--- src/baar_pkg.sv ---
// ----------------------------------------------------------------------------
// Button action auto-repeat package
// Shared codes, widths and the job record passed from front to back.
// ----------------------------------------------------------------------------
package baar_pkg;

	localparam int TICK_BITS_DEF = 32;
	localparam int CFG_W         = 16;
	localparam int CFG_IDX_W     = 3;
	localparam int FIFO_DEPTH    = 2;
	localparam logic [15:0] WHEEL_DEFAULT_MS = 16'd50;
	localparam logic signed [14:0] NOTCH = 15'sd120;

	typedef enum logic [2:0] {
		KIND_NONE     = 3'd0,
		KIND_KEY      = 3'd1,
		KIND_MOUSE    = 3'd2,
		KIND_WHEEL    = 3'd3,
		KIND_WHEEL_UP = 3'd4,
		KIND_WHEEL_DN = 3'd5,
		KIND_PAD      = 3'd6,
		KIND_TRIG     = 3'd7
	} baar_kind_t;

	typedef enum logic [2:0] {
		REG_ACTION_KIND  = 3'd0,
		REG_ACTION_CODE  = 3'd1,
		REG_WHEEL_STEPS  = 3'd2,
		REG_KEY_REPEAT   = 3'd3,
		REG_MOUSE_REPEAT = 3'd4,
		REG_WHEEL_REPEAT = 3'd5
	} baar_reg_t;

	localparam logic [1:0] EVT_KEY   = 2'd0;
	localparam logic [1:0] EVT_MOUSE = 2'd1;
	localparam logic [1:0] EVT_WHEEL = 2'd2;

	typedef struct packed {
		logic              pair;
		logic              ev_valid;
		logic [1:0]        ev_type;
		logic [7:0]        ev_code;
		logic              ev_down;
		logic signed [14:0] wheel_amount;
		logic [15:0]       buttons;
		logic [7:0]        left_trigger;
		logic [7:0]        right_trigger;
	} baar_job_t;

endpackage

--- src/button_action_auto_repeat_core.sv ---
// A poll enters the job queue; its first result beat then loads into the output register.
// Throughput: while out_stall is low, one poll per cycle when it yields one beat, and the
// output register sends one beat per cycle; the two-entry job queue absorbs bursts.
// Reset (arst_n low): clears configuration, held flag, repeat tick, queue and output valid.
// ----------------------------------------------------------------------------
// Button action auto-repeat core
// Typematic key/mouse/wheel repeat and pad report merge for one control.
// ----------------------------------------------------------------------------
module button_action_auto_repeat_core import baar_pkg::*; #(
	parameter int TICK_BITS = TICK_BITS_DEF
) (
	input  logic                 clk,
	input  logic                 arst_n,
	input  logic                 cfg_we,
	input  logic [CFG_IDX_W-1:0] cfg_index,
	input  logic [CFG_W-1:0]     cfg_data,
	input  logic                 in_valid,
	output logic                 in_stall,
	input  logic                 pressed,
	input  logic [31:0]          now_ms,
	input  logic [7:0]           trigger_level,
	input  logic [15:0]          buttons_in,
	input  logic [7:0]           left_trigger_in,
	input  logic [7:0]           right_trigger_in,
	output logic                 out_valid,
	input  logic                 out_stall,
	output logic                 event_valid,
	output logic [1:0]           event_type,
	output logic [7:0]           event_code,
	output logic                 event_down,
	output logic signed [14:0]   wheel_amount,
	output logic [15:0]          buttons_out,
	output logic [7:0]           left_trigger_out,
	output logic [7:0]           right_trigger_out,
	output logic                 last
);

	logic      push;
	logic      pop;
	logic      full;
	logic      head_valid;
	baar_job_t wr_job;
	baar_job_t head;

	assign in_stall = full;

	baar_front #(.TICK_BITS(TICK_BITS)) u_front (
		.clk              (clk),
		.arst_n           (arst_n),
		.cfg_we           (cfg_we),
		.cfg_index        (cfg_index),
		.cfg_data         (cfg_data),
		.in_valid         (in_valid),
		.full             (full),
		.pressed          (pressed),
		.now_ms           (now_ms),
		.trigger_level    (trigger_level),
		.buttons_in       (buttons_in),
		.left_trigger_in  (left_trigger_in),
		.right_trigger_in (right_trigger_in),
		.push             (push),
		.job              (wr_job)
	);

	baar_fifo u_fifo (
		.clk        (clk),
		.arst_n     (arst_n),
		.push       (push),
		.wr_job     (wr_job),
		.pop        (pop),
		.full       (full),
		.head_valid (head_valid),
		.head       (head)
	);

	baar_back u_back (
		.clk               (clk),
		.arst_n            (arst_n),
		.head_valid        (head_valid),
		.head              (head),
		.pop               (pop),
		.out_stall         (out_stall),
		.out_valid         (out_valid),
		.event_valid       (event_valid),
		.event_type        (event_type),
		.event_code        (event_code),
		.event_down        (event_down),
		.wheel_amount      (wheel_amount),
		.buttons_out       (buttons_out),
		.left_trigger_out  (left_trigger_out),
		.right_trigger_out (right_trigger_out),
		.last              (last)
	);

endmodule

--- src/baar_front.sv ---
// ----------------------------------------------------------------------------
// Button action front end
// Holds configuration and held/repeat state, classifies each poll into a job.
// ----------------------------------------------------------------------------
module baar_front import baar_pkg::*; #(
	parameter int TICK_BITS = TICK_BITS_DEF
) (
	input  logic                 clk,
	input  logic                 arst_n,
	input  logic                 cfg_we,
	input  logic [CFG_IDX_W-1:0] cfg_index,
	input  logic [CFG_W-1:0]     cfg_data,
	input  logic                 in_valid,
	input  logic                 full,
	input  logic                 pressed,
	input  logic [31:0]          now_ms,
	input  logic [7:0]           trigger_level,
	input  logic [15:0]          buttons_in,
	input  logic [7:0]           left_trigger_in,
	input  logic [7:0]           right_trigger_in,
	output logic                 push,
	output baar_job_t            job
);

	baar_kind_t            kind_q;
	logic [15:0]           code_q;
	logic signed [7:0]     steps_q;
	logic [15:0]           key_rep_q;
	logic [15:0]           mouse_rep_q;
	logic [15:0]           wheel_rep_q;
	logic                  held_q;
	logic [TICK_BITS-1:0]  tick_q;

	logic                  held_d;
	logic [TICK_BITS-1:0]  tick_d;
	logic [TICK_BITS-1:0]  now_t;
	logic [TICK_BITS-1:0]  elapsed;
	logic                  is_key;
	logic [15:0]           rep_km;
	logic [15:0]           rep_wh;
	logic                  emit;
	logic [1:0]            km_type;
	logic signed [14:0]    steps_ext;
	logic signed [14:0]    wd;

	assign push    = in_valid && !full;
	assign now_t   = TICK_BITS'(now_ms);
	assign elapsed = now_t - tick_q;
	assign is_key  = (kind_q == KIND_KEY);
	assign rep_km  = is_key ? key_rep_q : mouse_rep_q;
	assign rep_wh  = (wheel_rep_q != 16'd0) ? wheel_rep_q : WHEEL_DEFAULT_MS;
	assign emit    = is_key || (code_q >= 16'd1 && code_q <= 16'd5);
	assign km_type = is_key ? EVT_KEY : EVT_MOUSE;
	assign steps_ext = 15'(steps_q);

	always_comb begin
		if (kind_q == KIND_WHEEL_DN)
			wd = -NOTCH;
		else if (steps_q != 8'sd0)
			wd = 15'(steps_ext * NOTCH);
		else
			wd = NOTCH;
	end

	always_comb begin
		job               = '0;
		job.buttons       = buttons_in;
		job.left_trigger  = left_trigger_in;
		job.right_trigger = right_trigger_in;
		held_d            = held_q;
		tick_d            = tick_q;
		unique case (kind_q)
			KIND_KEY, KIND_MOUSE: begin
				if (pressed && !held_q) begin
					job.ev_valid = emit;
					job.ev_down  = emit;
					held_d       = 1'b1;
					tick_d       = now_t;
				end else if (pressed) begin
					if (rep_km != 16'd0 && elapsed >= TICK_BITS'(rep_km)) begin
						job.pair     = emit;
						job.ev_valid = emit;
						tick_d       = now_t;
					end
				end else if (held_q) begin
					job.ev_valid = emit;
					held_d       = 1'b0;
				end
				if (job.ev_valid) begin
					job.ev_type = km_type;
					job.ev_code = code_q[7:0];
				end
			end
			KIND_WHEEL, KIND_WHEEL_UP, KIND_WHEEL_DN: begin
				if (pressed && !held_q) begin
					job.ev_valid = 1'b1;
					held_d       = 1'b1;
					tick_d       = now_t;
				end else if (pressed) begin
					if (elapsed >= TICK_BITS'(rep_wh)) begin
						job.ev_valid = 1'b1;
						tick_d       = now_t;
					end
				end else begin
					held_d = 1'b0;
				end
				if (job.ev_valid) begin
					job.ev_type      = EVT_WHEEL;
					job.wheel_amount = wd;
				end
			end
			KIND_PAD: begin
				if (pressed)
					job.buttons = buttons_in | code_q;
			end
			KIND_TRIG: begin
				if (pressed) begin
					if (code_q == 16'd0 && trigger_level > left_trigger_in)
						job.left_trigger = trigger_level;
					else if (code_q == 16'd1 && trigger_level > right_trigger_in)
						job.right_trigger = trigger_level;
				end
			end
			KIND_NONE: ;
		endcase
	end

	always_ff @(posedge clk or negedge arst_n) begin
		if (!arst_n) begin
			kind_q      <= KIND_NONE;
			code_q      <= '0;
			steps_q     <= '0;
			key_rep_q   <= '0;
			mouse_rep_q <= '0;
			wheel_rep_q <= '0;
			held_q      <= 1'b0;
			tick_q      <= '0;
		end else begin
			if (cfg_we) begin
				unique case (cfg_index)
					REG_ACTION_KIND:  kind_q      <= baar_kind_t'(cfg_data[2:0]);
					REG_ACTION_CODE:  code_q      <= cfg_data;
					REG_WHEEL_STEPS:  steps_q     <= cfg_data[7:0];
					REG_KEY_REPEAT:   key_rep_q   <= cfg_data;
					REG_MOUSE_REPEAT: mouse_rep_q <= cfg_data;
					REG_WHEEL_REPEAT: wheel_rep_q <= cfg_data;
					default: ;
				endcase
			end
			if (push) begin
				held_q <= held_d;
				tick_q <= tick_d;
			end
		end
	end

endmodule

--- src/baar_fifo.sv ---
// ----------------------------------------------------------------------------
// Job queue
// Short FIFO between the front end and the result sequencer.
// ----------------------------------------------------------------------------
module baar_fifo import baar_pkg::*; (
	input  logic      clk,
	input  logic      arst_n,
	input  logic      push,
	input  baar_job_t wr_job,
	input  logic      pop,
	output logic      full,
	output logic      head_valid,
	output baar_job_t head
);

	localparam int PTR_W = (FIFO_DEPTH > 1) ? $clog2(FIFO_DEPTH) : 1;
	localparam int CNT_W = $clog2(FIFO_DEPTH + 1);
	localparam logic [PTR_W-1:0] PTR_LAST = PTR_W'(FIFO_DEPTH - 1);
	localparam logic [CNT_W-1:0] CNT_FULL = CNT_W'(FIFO_DEPTH);

	baar_job_t        mem [FIFO_DEPTH];
	logic [PTR_W-1:0] wr_ptr_q;
	logic [PTR_W-1:0] rd_ptr_q;
	logic [CNT_W-1:0] count_q;

	assign full       = (count_q == CNT_FULL);
	assign head_valid = (count_q != '0);
	assign head       = mem[rd_ptr_q];

	always_ff @(posedge clk) begin
		if (push)
			mem[wr_ptr_q] <= wr_job;
	end

	always_ff @(posedge clk or negedge arst_n) begin
		if (!arst_n) begin
			wr_ptr_q <= '0;
			rd_ptr_q <= '0;
			count_q  <= '0;
		end else begin
			if (push)
				wr_ptr_q <= (wr_ptr_q == PTR_LAST) ? '0 : wr_ptr_q + 1'b1;
			if (pop)
				rd_ptr_q <= (rd_ptr_q == PTR_LAST) ? '0 : rd_ptr_q + 1'b1;
			if (push && !pop)
				count_q <= count_q + 1'b1;
			else if (pop && !push)
				count_q <= count_q - 1'b1;
		end
	end

	a_no_pop_empty: assert property (@(posedge clk) disable iff (!arst_n)
		pop |-> head_valid) else $error("pop from empty job queue");
	a_no_push_full: assert property (@(posedge clk) disable iff (!arst_n)
		push |-> !full) else $error("push into full job queue");

endmodule

--- src/baar_back.sv ---
// ----------------------------------------------------------------------------
// Result sequencer
// Expands each job into one or two result beats through an output register.
// ----------------------------------------------------------------------------
module baar_back import baar_pkg::*; (
	input  logic               clk,
	input  logic               arst_n,
	input  logic               head_valid,
	input  baar_job_t          head,
	output logic               pop,
	input  logic               out_stall,
	output logic               out_valid,
	output logic               event_valid,
	output logic [1:0]         event_type,
	output logic [7:0]         event_code,
	output logic               event_down,
	output logic signed [14:0] wheel_amount,
	output logic [15:0]        buttons_out,
	output logic [7:0]         left_trigger_out,
	output logic [7:0]         right_trigger_out,
	output logic               last
);

	logic out_valid_q;
	logic phase_q;
	logic last_q;
	logic load;

	assign load      = !out_valid_q || !out_stall;
	assign pop       = load && head_valid && (!head.pair || phase_q);
	assign out_valid = out_valid_q;
	assign last      = last_q;

	always_ff @(posedge clk) begin
		if (load && head_valid) begin
			event_valid       <= head.ev_valid;
			event_type        <= head.ev_type;
			event_code        <= head.ev_code;
			event_down        <= phase_q ? 1'b1 : head.ev_down;
			wheel_amount      <= head.wheel_amount;
			buttons_out       <= head.buttons;
			left_trigger_out  <= head.left_trigger;
			right_trigger_out <= head.right_trigger;
		end
	end

	always_ff @(posedge clk or negedge arst_n) begin
		if (!arst_n) begin
			out_valid_q <= 1'b0;
			phase_q     <= 1'b0;
			last_q      <= 1'b0;
		end else if (load) begin
			out_valid_q <= head_valid;
			if (head_valid) begin
				last_q  <= !head.pair || phase_q;
				phase_q <= head.pair && !phase_q;
			end
		end
	end

	a_phase_has_head: assert property (@(posedge clk) disable iff (!arst_n)
		phase_q |-> head_valid) else $error("second beat pending without job");
	a_first_of_pair: assert property (@(posedge clk) disable iff (!arst_n)
		(out_valid_q && !last_q) |-> phase_q) else $error("lost second beat");
	a_phase_rise: assert property (@(posedge clk) disable iff (!arst_n)
		$rose(phase_q) |-> (out_valid_q && !last_q)) else $error("bad pair start");

endmodule

--- config.mk ---
export PLATFORM = sky130hd
export DESIGN_NAME = button_action_auto_repeat_core
export DESIGN_NICKNAME = d
export VERILOG_FILES = /design/src/baar_pkg.sv /design/src/button_action_auto_repeat_core.sv /design/src/baar_front.sv /design/src/baar_fifo.sv /design/src/baar_back.sv
export SDC_FILE = /design/constraint.sdc
export NUM_CORES = 1
export LEC_CHECK = 0
export BUFFER_PORTS_ARGS = -buffer_cell sky130_fd_sc_hd__buf_2
export CORE_MARGIN = 2
export CORE_UTILIZATION = 55
export DETAILED_ROUTE_END_ITERATION = 6
export GPL_TIMING_DRIVEN = 0
export PLACE_DENSITY = 0.82
export SYNTH_ARGS = -nofsm -noshare
export SYNTH_HDL_FRONTEND = slang
export SYNTH_HIERARCHICAL = 1
export SYNTH_SLANG_ARGS = --single-unit
--- constraint.sdc ---
create_clock -name clk -period 4.8 [get_ports clk]
set_input_delay 0 -clock clk [delete_from_list [all_inputs] [get_ports clk]]
set_output_delay 0 -clock clk [all_outputs]
set_load 0.005 [all_outputs]
==> flow_summary.json <==
{
  "peakVddDrop_mv": 0.3436,
  "fin_util_pct": 67.57,
  "dieArea_sq_um": 30100,
  "finalHoldViolCount": 0,
  "cts-root-buf": "clkbuf_16",
  "slowest_stage": "fa_1",
  "grt_pass1_wl_mm": 59.84,
  "drc": 0,
  "ys_seq_elements": 294,
  "drt_pass1_iterations": 5,
  "num_vias": 10720,
  "grt_pass1_vias": 11240,
  "max_stage_delay_ns": 0.43,
  "die_h_microns": 173.5,
  "area_delta_synth_final_pct": 21.76,
  "path_max_fanout": 10,
  "finalClockSkew_ns": 0.02976,
  "yosysWarnings": 6,
  "track_usage_pct": 25.14,
  "cp.required_ns": 5.24,
  "fin_crit_sh_pct": 94.76,
  "rsz0062_at_grt": "false",
  "initial_core_util_pct": 55.50,
  "gr-usage-met1_pct": 28.82,
  "synth.distinct_cells": 77,
  "crit_family": "compound AO/OA/AOI/OAI gates",
  "p_total_mw": 12.05,
  "clk_latency_ns": 0.58,
  "max_freq_mhz": 219.8,
  "drtIter0Drc": 786,
  "ant_nets": 0,
  "grtUsageMet3_pct": 3.904,
  "mostFrequentLayoutCells": "edfxtp_1 (179), buf_2 (157), dfrtp_1 (115)",
  "place_ws_ns": 0.07569,
  "dp_hpwl_mm": 24.20,
  "wirelength_mm": 37.83,
  "io_pins": 159,
  "drv_cap": 0,
  "p_leak_nw": 8.405,
  "synthCells": 1213,
  "synth_area_sq_um": 15800,
  "clkSlewWorstSetupHoldPaths_ns": 0.06,
  "numCtsBuffers": 30,
  "nets": 1726,
  "grt_max_degree": 74,
  "ys.flop_type": "edfxtp_1",
  "dp_cells": 1760,
  "antenna_found_initial": 1,
  "setup_viol": 0,
  "tightest_slew_ns": 1.135,
  "critPathBufInv": 2,
  "cts_max_path_buffers": 3,
  "viasPerCell": 5.578,
  "worstPathCellList": "ha_1 > inv_1 > fa_1 > a211oi_2 > o211ai_1 > o2111a_1 > a21o_1 > xor2_1 > ha_1 > a21o_1 > a221oi_1 > o21ai_0 > a21oi_1 > o21ai_0 > nand2_1 > a21oi_4 > buf_6 > mux2_4",
  "final_common_cell": "edfxtp_1",
  "cts.sinks": 294,
  "dieWidth_microns": 173.5,
  "synth_edf_count": 179,
  "core_sq_um": 28470,
  "row_count": 62,
  "worstSetupStartpointType": "register",
  "cts_tree": "done",
  "fin_setup_tns_ns": 0,
  "hp-class": "in -> reg",
  "fin_ws_ns": 0.2514,
  "htreeDepth": 1,
  "drv_slew": 0,
  "worst_setup_path_end_kind": "register",
  "syn_area_per_cell_sq_um": 13.03,
  "fin_crit_ns": 4.549,
  "fill_cells": 1925,
  "seq_area_frac_synth_pct": 52.23,
  "path_class": "reg -> reg",
  "crit_arrival_ns": 4.99,
  "status": "completed",
  "power.density_nw_per_um2": 626.4,
  "grt-ovfl-total": 0,
  "worst_slew_margin_rel_pct": 23.65,
  "fin_cells": 1922,
  "routedWlPerCell_microns": 19.68,
  "drive_above_1_share_pct": 27.13,
  "gp_congestion": 0.8689,
  "port-buffer-count": 156,
  "top_usage_layer": "met2",
  "met2_usage_pct": 47.22,
  "async_flop_share_pct": 39.12
}
-- power by group --
part	internal (mW)	switching (mW)
combinational	2.70	2.99
sequential	3.68	0.404
clock	1.23	1.05
-- area by class of cell --
| class | instances | area (sq um) | share of cell area (%) |
|---|---|---|---|
| Sequential cell | 294 | 8253 | 42.90 |
| Multi-Input combinational cell | 784 | 6918 | 35.96 |
| Timing Repair Buffer | 266 | 1967 | 10.22 |
| Clock buffer | 34 | 775.7 | 4.032 |
| Tap cell | 384 | 480.5 | 2.497 |
| Inverter | 104 | 390.4 | 2.029 |
| Buffer | 33 | 269.0 | 1.398 |
| Clock inverter | 22 | 182.7 | 0.9495 |
| Antenna cell | 1 | 2.502 | 0.01301 |
-- kinds of logic after synthesis --
kind of cell	count (synthesis)	synth area share [%]
other	1	0.02373
xor gates and xnor gates	47	2.605
buffers and inverters	137	4.173
and+or+nand+nor	230	7.412
adders and majority gates	116	9.756
muxes	189	15.44
DFF	294	52.23
AOI/OAI and AO/OA	199	8.355
-- worst min-delay path: cells and delay by family --
kind	cells	cell delay, ns
simple gates	1	0.19
mux	1	0.23
buf+inv	1	0.13
-- path summary, 6_finish.rpt --
kind / slack, ns / endpoint / startpoint / depth (start not counted)
max in group asynchronous: 3.91 / u_back/out_valid / arst_n / 4
worst min-delay path: 0.02 / u_front/kind_q[0] / cfg_we / 3
worst max register to register: 0.25 / u_front/tick_q[2] / u_front/tick_q[0] / 18
min in group asynchronous: 0.52 / u_front/tick_q[28] / arst_n / 4
worst max-delay path: 0.25 / u_front/tick_q[2] / u_front/tick_q[0] / 18
worst min register to register: 0.50 / u_front/tick_q[25] / u_front/tick_q[25] / 1
-- metrics by stage --
| stage | hold WS, ns | cell area [sq um] |
|---|---|---|
| finish | 0.02360 | 19240 |
| global route | 0.02138 | 19240 |
| CTS | 0.01138 | 19230 |
| detailed placement | 0.03573 | 17200 |
| global placement | 0.2487 | 17070 |
| floorplan | -0.2956 | 15810 |
-- synthesized netlist by cell type, drive strengths merged (4+ instances only) --
| cell | n | area, sq um |
|---|---|---|
| edfxtp | 179 | 5375 |
| mux2 | 168 | 2230 |
| dfrtp | 115 | 2878 |
| ha | 104 | 1301 |
| inv | 104 | 390.4 |
| a21oi | 62 | 329.1 |
| nand2 | 61 | 229.0 |
| nor2 | 57 | 216.5 |
| o21ai | 43 | 215.2 |
| a21o | 38 | 289.0 |
| xnor2 | 28 | 245.2 |
| mux2i | 21 | 210.2 |
| xor2 | 19 | 166.4 |
| clkbuf | 17 | 63.81 |
| buf | 16 | 205.2 |
| nand4 | 15 | 93.84 |
| and2 | 13 | 81.33 |
| nor3 | 13 | 65.06 |
| nor4 | 13 | 87.58 |
| fa | 12 | 240.2 |
| nand3 | 11 | 55.05 |
| nor2b | 11 | 68.82 |
| nand2b | 10 | 62.56 |
| o21bai | 8 | 60.06 |
| a211oi | 6 | 50.05 |
| o21a | 5 | 37.54 |
| and4 | 4 | 36.29 |
-- flip-flops by register name, indices dropped and copies added, names as in the netlist, 8 cells and up --
| register | count |
|---|---|
| u_front/code_q | 16 |
| u_front/steps_q | 8 |
| u_front/mouse_rep_q | 16 |
| u_front/wheel_rep_q | 16 |
| u_back/wheel_amount | 15 |
| u_fifo/mem | 120 |
| u_front/tick_q | 32 |
| u_back/buttons_out | 16 |
| u_back/event_code | 8 |
| u_back/right_trigger_out | 8 |
| u_front/key_rep_q | 16 |
| u_back/left_trigger_out | 8 |
-- repair_timing --
item                       in CTS  in global routing
resized for setup               1                  1
hold buffers                  105                  0
setup endpoints to repair       4                 30
buffers inserted                0                  0
hold endpoints to repair      308                  0
-- per-layer routing --
metal / vias to the layer above / wire, microns
li1: 5026 / -
met3: 95 / 1891
met2: 381 / 19920
met4: 0 / 1302
met5: - / 0
met1: 5219 / 14710
(Power assumes the default switching activity.)
